**src/rtl/best_fit_partition_allocator_assert.svh**
```systemverilog
// ----------------------------------------------------------------------------
// Assertion macros for the best-fit partition allocator
// Clocked concurrent checks with a synchronous reset disable.
// ----------------------------------------------------------------------------
`ifndef BEST_FIT_PARTITION_ALLOCATOR_ASSERT_SVH
`define BEST_FIT_PARTITION_ALLOCATOR_ASSERT_SVH

// property must hold at every clock edge outside reset
`define BFPA_ASSERT(lbl, clk, rst, prop, msg) \
   lbl: assert property (@(posedge clk) disable iff (rst) (prop)) else $error(msg);

// trigger implies consequence in the next cycle
`define BFPA_ASSERT_NEXT(lbl, clk, rst, trig, cons, msg) \
   lbl: assert property (@(posedge clk) disable iff (rst) (trig) |=> (cons)) else $error(msg);

`endif

```
**src/rtl/bfpa_pkg.sv**
```systemverilog
// ----------------------------------------------------------------------------
// bfpa_pkg
// Shared types and constants of the best-fit partition allocator.
// ----------------------------------------------------------------------------
package bfpa_pkg;

   localparam int PART_COUNT_DEF = 16;
   localparam int SIZE_BITS_DEF  = 10;

   localparam int PI_W   = 4;   // partition_index / granted_index field
   localparam int SV_W   = 10;  // size_value field
   localparam int OWN_W  = 4;   // requester_id / granted_owner field
   localparam int CFG_W  = 5;

   localparam logic [CFG_W-1:0] CFG_RESET = 5'd16;

   typedef enum logic {
      CMD_LOAD  = 1'b0,
      CMD_ALLOC = 1'b1
   } cmd_type;

   typedef struct packed {
      logic load;
      logic start;
      logic scan;
      logic grant;
   } ctl_cmd_type;

   typedef struct packed {
      logic scan_last;
      logic limit_zero;
      logic rsp_free;
   } dp_status_type;

endpackage

```
**src/rtl/bfpa_ram.sv**
```systemverilog
// ----------------------------------------------------------------------------
// bfpa_ram
// Generic single-write, single-read RAM with registered read data.
// ----------------------------------------------------------------------------
module bfpa_ram #(
   parameter int WIDTH = 8,
   parameter int DEPTH = 16,
   localparam int AW = (DEPTH > 1) ? $clog2(DEPTH) : 1
) (
   input  logic             clock,
   input  logic             wr_en,
   input  logic [AW-1:0]    wr_addr,
   input  logic [WIDTH-1:0] wr_data,
   input  logic [AW-1:0]    rd_addr,
   output logic [WIDTH-1:0] rd_data
);

   logic [WIDTH-1:0] mem_ff [DEPTH];
   logic [WIDTH-1:0] rd_data_ff;

   always_ff @(posedge clock) begin
      if (wr_en) begin
         mem_ff[wr_addr] <= wr_data;
      end
      rd_data_ff <= mem_ff[rd_addr];
   end

   assign rd_data = rd_data_ff;

endmodule

```
**src/rtl/bfpa_ctrl.sv**
```systemverilog
// ----------------------------------------------------------------------------
// bfpa_ctrl
// Sequencer: accepts a beat, runs the table scan and issues the grant.
// ----------------------------------------------------------------------------
module bfpa_ctrl
   import bfpa_pkg::*;
(
   input  logic          clock,
   input  logic          reset,
   input  logic          req_valid,
   input  logic          req_cmd,
   output logic          req_stall,
   input  dp_status_type status,
   output ctl_cmd_type   cmd
);

   typedef enum logic [3:0] {
      ST_IDLE  = 4'b0001,
      ST_SCAN  = 4'b0010,
      ST_WAIT  = 4'b0100,
      ST_GRANT = 4'b1000
   } state_type;

   state_type state_ff, state_in;
   logic      accept;

   assign req_stall = (state_ff != ST_IDLE);
   assign accept    = req_valid && !req_stall;

   always_comb begin
      state_in = state_ff;
      cmd      = '0;
      case (state_ff)
         ST_IDLE: begin
            if (accept) begin
               if (req_cmd == CMD_LOAD) begin
                  cmd.load = 1'b1;
               end else begin
                  cmd.start = 1'b1;
                  state_in  = status.limit_zero ? ST_GRANT : ST_SCAN;
               end
            end
         end
         ST_SCAN: begin
            cmd.scan = 1'b1;
            if (status.scan_last) begin
               state_in = ST_WAIT;
            end
         end
         ST_WAIT: begin
            state_in = ST_GRANT;
         end
         ST_GRANT: begin
            if (status.rsp_free) begin
               cmd.grant = 1'b1;
               state_in  = ST_IDLE;
            end
         end
         default: begin
            state_in = ST_IDLE;
         end
      endcase
   end

   always_ff @(posedge clock) begin
      if (reset) begin
         state_ff <= ST_IDLE;
      end else begin
         state_ff <= state_in;
      end
   end

endmodule

```
**src/rtl/bfpa_datapath.sv**
```systemverilog
// ----------------------------------------------------------------------------
// bfpa_datapath
// Partition table, best-fit tracking, config register and result register.
// ----------------------------------------------------------------------------
module bfpa_datapath
   import bfpa_pkg::*;
#(
   parameter int PART_COUNT = PART_COUNT_DEF,
   parameter int SIZE_BITS  = SIZE_BITS_DEF
) (
   input  logic              clock,
   input  logic              reset,
   input  logic              csr_wr_en,
   input  logic [CFG_W-1:0]  csr_wr_data,
   input  logic [PI_W-1:0]   req_partition_index,
   input  logic [SV_W-1:0]   req_size_value,
   input  logic [OWN_W-1:0]  req_requester_id,
   output logic              rsp_valid,
   input  logic              rsp_stall,
   output logic              rsp_found,
   output logic [PI_W-1:0]   rsp_granted_index,
   output logic [OWN_W-1:0]  rsp_granted_owner,
   input  ctl_cmd_type       cmd,
   output dp_status_type     status
);

   localparam int IDX_W = (PART_COUNT > 1) ? $clog2(PART_COUNT) : 1;
   localparam int LIM_W = IDX_W + 1;

   logic [CFG_W-1:0]          cfg_ff;
   logic [31:0]               cfg_wide, lim_wide;
   logic [LIM_W-1:0]          limit;

   logic [SIZE_BITS-1:0]      req_size_ff;
   logic [OWN_W-1:0]          req_owner_ff;
   logic [IDX_W-1:0]          addr_ff;
   logic [LIM_W-1:0]          addr_next;

   logic [PART_COUNT-1:0]     taken_ff;
   logic                      cmp_vld_ff, cmp_taken_ff;
   logic [IDX_W-1:0]          cmp_idx_ff;
   logic [SIZE_BITS-1:0]      rd_size;

   logic                      have_ff;
   logic [IDX_W-1:0]          best_idx_ff;
   logic [SIZE_BITS-1:0]      best_size_ff;
   logic                      better;

   logic                      rsp_valid_ff, rsp_found_ff;
   logic [PI_W-1:0]           rsp_index_ff;
   logic [OWN_W-1:0]          rsp_owner_ff;

   logic [IDX_W+PI_W-1:0]     load_idx_ext;
   logic [IDX_W-1:0]          load_addr;
   logic                      load_in_range;
   logic [SIZE_BITS+SV_W-1:0] size_ext;
   logic [SIZE_BITS-1:0]      size_in;
   logic [IDX_W+PI_W-1:0]     best_idx_ext;

   assign cfg_wide = {{(32 - CFG_W){1'b0}}, cfg_ff};
   assign lim_wide = (cfg_wide > 32'(PART_COUNT)) ? 32'(PART_COUNT) : cfg_wide;
   assign limit    = lim_wide[LIM_W-1:0];

   assign load_idx_ext  = {{IDX_W{1'b0}}, req_partition_index};
   assign load_addr     = load_idx_ext[IDX_W-1:0];
   assign load_in_range = (32'(req_partition_index) < 32'(PART_COUNT));
   assign size_ext      = {{SIZE_BITS{1'b0}}, req_size_value};
   assign size_in       = size_ext[SIZE_BITS-1:0];
   assign best_idx_ext  = {{PI_W{1'b0}}, best_idx_ff};

   assign addr_next = {1'b0, addr_ff} + 1'b1;

   assign status.scan_last  = (addr_next == limit);
   assign status.limit_zero = (limit == '0);
   assign status.rsp_free   = !rsp_valid_ff || !rsp_stall;

   bfpa_ram #(
      .WIDTH (SIZE_BITS),
      .DEPTH (PART_COUNT)
   ) u_size_ram (
      .clock   (clock),
      .wr_en   (cmd.load && load_in_range),
      .wr_addr (load_addr),
      .wr_data (size_in),
      .rd_addr (addr_ff),
      .rd_data (rd_size)
   );

   assign better = cmp_vld_ff && !cmp_taken_ff && (rd_size >= req_size_ff) &&
                   (!have_ff || (rd_size < best_size_ff));

   always_ff @(posedge clock) begin
      if (reset) begin
         cfg_ff       <= CFG_RESET;
         taken_ff     <= '0;
         cmp_vld_ff   <= 1'b0;
         have_ff      <= 1'b0;
         rsp_valid_ff <= 1'b0;
      end else begin
         if (csr_wr_en) begin
            cfg_ff <= csr_wr_data;
         end
         if (cmd.load && load_in_range) begin
            taken_ff[load_addr] <= 1'b0;
         end
         cmp_vld_ff <= cmd.scan;
         if (cmd.start) begin
            have_ff <= 1'b0;
         end else if (better) begin
            have_ff <= 1'b1;
         end
         if (cmd.grant) begin
            rsp_valid_ff <= 1'b1;
            if (have_ff) begin
               taken_ff[best_idx_ff] <= 1'b1;
            end
         end else if (!rsp_stall) begin
            rsp_valid_ff <= 1'b0;
         end
      end
   end

   always_ff @(posedge clock) begin
      if (cmd.start) begin
         req_size_ff  <= size_in;
         req_owner_ff <= req_requester_id;
         addr_ff      <= '0;
      end else if (cmd.scan) begin
         addr_ff <= addr_next[IDX_W-1:0];
      end
      cmp_idx_ff   <= addr_ff;
      cmp_taken_ff <= taken_ff[addr_ff];
      if (better) begin
         best_idx_ff  <= cmp_idx_ff;
         best_size_ff <= rd_size;
      end
      if (cmd.grant) begin
         rsp_found_ff <= have_ff;
         rsp_index_ff <= have_ff ? best_idx_ext[PI_W-1:0] : '0;
         rsp_owner_ff <= have_ff ? req_owner_ff : '0;
      end
   end

   assign rsp_valid         = rsp_valid_ff;
   assign rsp_found         = rsp_found_ff;
   assign rsp_granted_index = rsp_index_ff;
   assign rsp_granted_owner = rsp_owner_ff;

endmodule

```
**src/rtl/best_fit_partition_allocator.sv**
```systemverilog
// Load beat: the table write lands at the accept edge; the sequencer stays idle.
// Allocate beat: the size RAM is scanned over L entries, one entry per cycle, then
// the wait and grant states follow and the result is registered in the output register;
// L = min(partitions_in_use, PART_COUNT), and when L = 0 scan and wait are skipped.
// Next beat taken in idle after the grant; it waits while the output register is stalled.
// Synchronous active-high reset clears all taken flags and sets partitions_in_use to 16.
// ----------------------------------------------------------------------------
// best_fit_partition_allocator
// Best-fit fixed-partition allocator: sequencer plus table datapath.
// ----------------------------------------------------------------------------
`include "best_fit_partition_allocator_assert.svh"

module best_fit_partition_allocator
   import bfpa_pkg::*;
#(
   parameter int PART_COUNT = PART_COUNT_DEF,
   parameter int SIZE_BITS  = SIZE_BITS_DEF
) (
   input  logic             clock,
   input  logic             reset,
   input  logic             csr_wr_en,
   input  logic [CFG_W-1:0] csr_wr_data,
   input  logic             req_valid,
   output logic             req_stall,
   input  logic             req_cmd,
   input  logic [PI_W-1:0]  req_partition_index,
   input  logic [SV_W-1:0]  req_size_value,
   input  logic [OWN_W-1:0] req_requester_id,
   output logic             rsp_valid,
   input  logic             rsp_stall,
   output logic             rsp_found,
   output logic [PI_W-1:0]  rsp_granted_index,
   output logic [OWN_W-1:0] rsp_granted_owner
);

   ctl_cmd_type   cmd;
   dp_status_type status;

   bfpa_ctrl u_ctrl (
      .clock     (clock),
      .reset     (reset),
      .req_valid (req_valid),
      .req_cmd   (req_cmd),
      .req_stall (req_stall),
      .status    (status),
      .cmd       (cmd)
   );

   bfpa_datapath #(
      .PART_COUNT (PART_COUNT),
      .SIZE_BITS  (SIZE_BITS)
   ) u_datapath (
      .clock               (clock),
      .reset               (reset),
      .csr_wr_en           (csr_wr_en),
      .csr_wr_data         (csr_wr_data),
      .req_partition_index (req_partition_index),
      .req_size_value      (req_size_value),
      .req_requester_id    (req_requester_id),
      .rsp_valid           (rsp_valid),
      .rsp_stall           (rsp_stall),
      .rsp_found           (rsp_found),
      .rsp_granted_index   (rsp_granted_index),
      .rsp_granted_owner   (rsp_granted_owner),
      .cmd                 (cmd),
      .status              (status)
   );

   `BFPA_ASSERT(a_cmd_exclusive, clock, reset, $onehot0(cmd), "controller commands overlap")
   `BFPA_ASSERT(a_grant_free, clock, reset, !cmd.grant || status.rsp_free, "result reg busy")
   `BFPA_ASSERT_NEXT(a_start_busy, clock, reset, cmd.start, req_stall, "no stall after start")
   `BFPA_ASSERT_NEXT(a_grant_valid, clock, reset, cmd.grant, rsp_valid, "grant without valid")

endmodule
```
**config.mk**
```make
export PLATFORM = sky130hd
export DESIGN_NAME = best_fit_partition_allocator
export DESIGN_NICKNAME = d
export VERILOG_FILES = /design/src/rtl/bfpa_pkg.sv /design/src/rtl/bfpa_ram.sv /design/src/rtl/bfpa_ctrl.sv /design/src/rtl/bfpa_datapath.sv /design/src/rtl/best_fit_partition_allocator.sv
export VERILOG_INCLUDE_DIRS = /design/src /design/src/rtl
export SDC_FILE = /design/constraint.sdc
export NUM_CORES = 1
export LEC_CHECK = 0
export BUFFER_PORTS_ARGS = -buffer_cell sky130_fd_sc_hd__buf_2
export CAP_MARGIN = 20
export CORE_MARGIN = 5
export CORE_UTILIZATION = 30
export DETAILED_ROUTE_END_ITERATION = 10
export GPL_TIMING_DRIVEN = 0
export PLACE_DENSITY = 0.49
export SYNTH_ARGS = -nofsm -noshare
export SYNTH_HDL_FRONTEND = slang
export SYNTH_HIERARCHICAL = 1
export SYNTH_SLANG_ARGS = --single-unit
```
**constraint.sdc**
```tcl
create_clock -name clock -period 3.81 [get_ports clock]
set_clock_uncertainty 0.2 [all_clocks]
set_input_delay 0.762 -clock clock [delete_from_list [all_inputs] [get_ports clock]]
set_output_delay 0.762 -clock clock [all_outputs]
set_load 0.02 [all_outputs]
```
==> key figures <==
Logic synthesis
  • Gate count of the mapped netlist: 587
  • Mapped Nets: 636
  • Syn Area/Cell: 16.6 um2
  • Number of synthesized register bits: between 200 and 250
  • Synth warn: 6
  • Most used flip-flop cell after synthesis: edfxtp_1
  • Seq/Total Area, Yosys: 0.704
  • Fraction of registers with async set/reset: 0
  • Synth Cell Area: roughly 9700 um2
  • Post-synth EDFFs: 197
  • Library cells used by synthesis: 50

Pwr
  • Leakage power: 3.79 nW
  • PD cells: roughly 490 nW/um2
  • Power, Total: 5.58 mW
  • Worst VDD drop: 0.000368 V

STA
  • Final max-slew violation count: 0
  • Worst slew pin tran: 1.10 ns
  • Final setup viols: 0
  • Hold WS: 0.196 ns
  • Final Critical Period: 3.69 ns
  • Final period utilization: 0.968
  • Final Hold Fails: 0
  • Unrepaired setup endpoints after global routing: yes
  • Max Clk Rate: 0.271 GHz
  • Relative max-transition margin: 0.262

Clock network
  • CTS clk-pin slew, worst paths: 0.06 ns
  • H-tree levels: 1
  • Post-CTS setup buffer count: 0
  • Sink Count: 244
  • Clk_lat worst skew: 0.53 ns
  • CTS max path bufs: 3
  • CTS tree: done
  • CTS Buf Count: 26
  • Root buf cell: clkbuf_16

Global route
  • First-pass GRT wire length: 33300 um
  • Gr ovfl total: 0
  • Vias in the first global route: 5679
  • GRT Total Usage: 0.119
  • Initial antenna violation count: 3
  • Largest net degree at the start of global routing: 18

Floorplan
  • Die area: 36100 um2
  • Die Y: 190 um
  • Io pins: 40
  • FP Rows: 66
  • Initial Util: 0.301
  • Core Box Area: 32300 um2
  • Die Wd: 190 um

Final layout
  • Layout cells sized above 1: 0.186
  • Non-Filler Instances: 1123
  • Area Overhead vs Synth: 16.5%
  • Fin nets: 708
  • Multi-input gate area: 2680 um2
  • Fillers: 3057
  • Register area: approximately 6900 um2

Drt
  • Vias per Instance: 4.71
  • Drt first pass iters: 6
  • DRC: 0
  • Post-DRT Antenna Nets: 0
  • Wirelength per Cell: ~19 um
  • Routed WL: 21600 um
  • Vias: between 5000 and 6000
  • DRT iter0 DRCs: approximately 290

Worst hold path
  • HP Class: reg -> reg

Run
  • Max-Cap Viols: 0

Placed design
  • Placed Cells: 1070
  • DP HPWL: 14300 um
  • Placer Congestion: 0.763
  • Port Buffer Count: 38

Setup path
  • Critical Path AT: 3.65 ns
  • Crit Path Category: reg -> reg
  • CP max FO: 10
  • Crit end category: register
  • Worst setup SP type: register
  • WP data required: ~3.8 ns

Outcome
  • Run status: finished, final reports clean
[layer usage]
layer  vias to the layer above  track usage  wire length [um]  share of wire
li1                       2448            -                 -              -
met1                      2730        0.148              9180           0.42
met2                        85        0.216             11300           0.52
met3                        28       0.0198               717          0.033
met4                         0       0.0329               392          0.018
met5                         -            0                 0              0
[where the power goes]
| group | switching (mW) | total [mW] | internal [mW] |
|---|---|---|---|
| Clock | 0.983 | 2.31 | 1.33 |
| Combinational | 0.186 | 0.328 | 0.142 |
| Sequential | 0.0236 | 2.94 | 2.92 |
[area by class of cell]
class / count / share of cell area
timing repair buffer: 44 / 0.0215
clock inverter: 14 / 0.00904
multi-input combinational: 296 / 0.236
antenna: 2 / 0.000441
clock buffer: 34 / 0.0600
inverter: 26 / 0.00860
sequential: 244 / 0.604
buffer: 21 / 0.0111
tap: 442 / 0.0487
[sequential cells by signal (all words and copies together), names as in the netlist]
register / flops
u_datapath/cmp_vld_ff: 1
u_ctrl/state_ff: 4
u_datapath/cfg_ff: 5
u_datapath/best_idx_ff: 4
u_datapath/u_size_ram/mem_ff: 160
u_datapath/u_size_ram/rd_data: 10
u_datapath/rsp_valid: 1
u_datapath/req_owner_ff: 4
u_datapath/addr_ff: 4
u_datapath/have_ff: 1
u_datapath/rsp_found: 1
u_datapath/cmp_taken_ff: 1
u_datapath/rsp_granted_owner: 4
u_datapath/cmp_idx_ff: 4
u_datapath/best_size_ff: 10
u_datapath/req_size_ff: 10
u_datapath/rsp_granted_index: 4
u_datapath/taken_ff: 16
[per-stage QoR]
step	cell area [um2]	TNS, ns	worst slack [ns]	util
4_1_cts	11300	0	0.0772	0.350
2_1_floorplan	9730	0	0.626	-
5_1_grt	11300	-2.02	-0.0736	0.351
6_report	11300	0	0.123	0.351
3_3_place_gp	10500	-20.06	-0.549	0.324
3_5_place_dp	10500	0	0.0653	0.326
[final timing paths]
kind / from / end / slack (ns) / cells past startpoint
worst max-delay path: u_ctrl/state_ff[2] / u_datapath/u_size_ram/mem_ff[0][1] / 0.12 / 7
worst max register to register: u_ctrl/state_ff[2] / u_datapath/u_size_ram/mem_ff[0][1] / 0.12 / 7
worst min-delay path: u_datapath/cmp_idx_ff[1] / u_datapath/best_idx_ff[1] / 0.20 / 0
worst min register to register: u_datapath/cmp_idx_ff[1] / u_datapath/best_idx_ff[1] / 0.20 / 0
[synth_stat cells (all sizes together), types with 3 or more instances]
cell type | n | area (um2)
edfxtp | 197 | 5920
dfxtp | 47 | 941
mux4 | 45 | 1070
nor2 | 39 | 146
nand2 | 38 | 143
inv | 26 | 97.6
a21oi | 25 | 125
a22oi | 20 | 150
ha | 20 | 250
o21ai | 19 | 95.1
buf | 13 | 96.3
clkbuf | 8 | 30.0
nand3 | 8 | 40.0
and2 | 7 | 43.8
nand2b | 7 | 43.8
nor3 | 6 | 30.0
a211oi | 5 | 37.5
mux2i | 5 | 50.1
nor2b | 5 | 31.3
xor2 | 5 | 43.8
nand3b | 4 | 30.0
nor3b | 4 | 30.0
xnor2 | 4 | 35.0
nand4 | 3 | 18.8
nor4b | 3 | 47.5
o22ai | 3 | 18.8
[cell families after synthesis]
family | after synthesis | share of synthesized area
XOR/XNOR | 9 | 0.00810
multiplexers | 50 | 0.115
adder cells (fa/ha/maj) | 20 | 0.0257
AO/OA/AOI/OAI | 82 | 0.0523
buffers and inverters | 47 | 0.0230
flip-flops | 244 | 0.704
AND/OR/NAND/NOR | 135 | 0.0711
[cell usage in the layout, fill, tap and decap left out, types with 3 or more instances in the layout]
cell,count
xnor2_1,4
buf_8,3
and2_1,7
nand3b_1,4
clkinv_2,5
nand4_1,3
o21ai_0,19
nand2_1,38
nor3b_1,4
buf_4,5
clkbuf_1,16
a22oi_1,20
edfxtp_1,197
nor3_2,4
mux2i_1,5
nor2b_1,5
clkinv_1,6
a211oi_1,5
clkbuf_16,26
o22ai_1,3
mux4_2,29
a21oi_1,25
ha_1,20
nand2b_1,7
inv_1,25
xor2_1,5
mux4_1,16
nor2_1,37
nand3_1,8
buf_1,5
dfxtp_1,47
buf_6,3
buf_2,41
[worst max-delay path, cell delays in order, from the launching register on]
cell and delay [ns]:
dfxtp_1 0.29, buf_2 0.17, nor4b_4 0.32, inv_2 0.10
nor3b_1 0.71, buf_2 0.31, or3b_1 0.45, nor3_2 0.78
[repair_timing]
item | CTS | global route
setup endpoints to repair | 0 | 40
hold buffers | 0 | 0
resized for setup | 0 | 1
endpoints found under the hold margin | 0 | 0
Note: power is estimated with default switching activity, not from simulation.
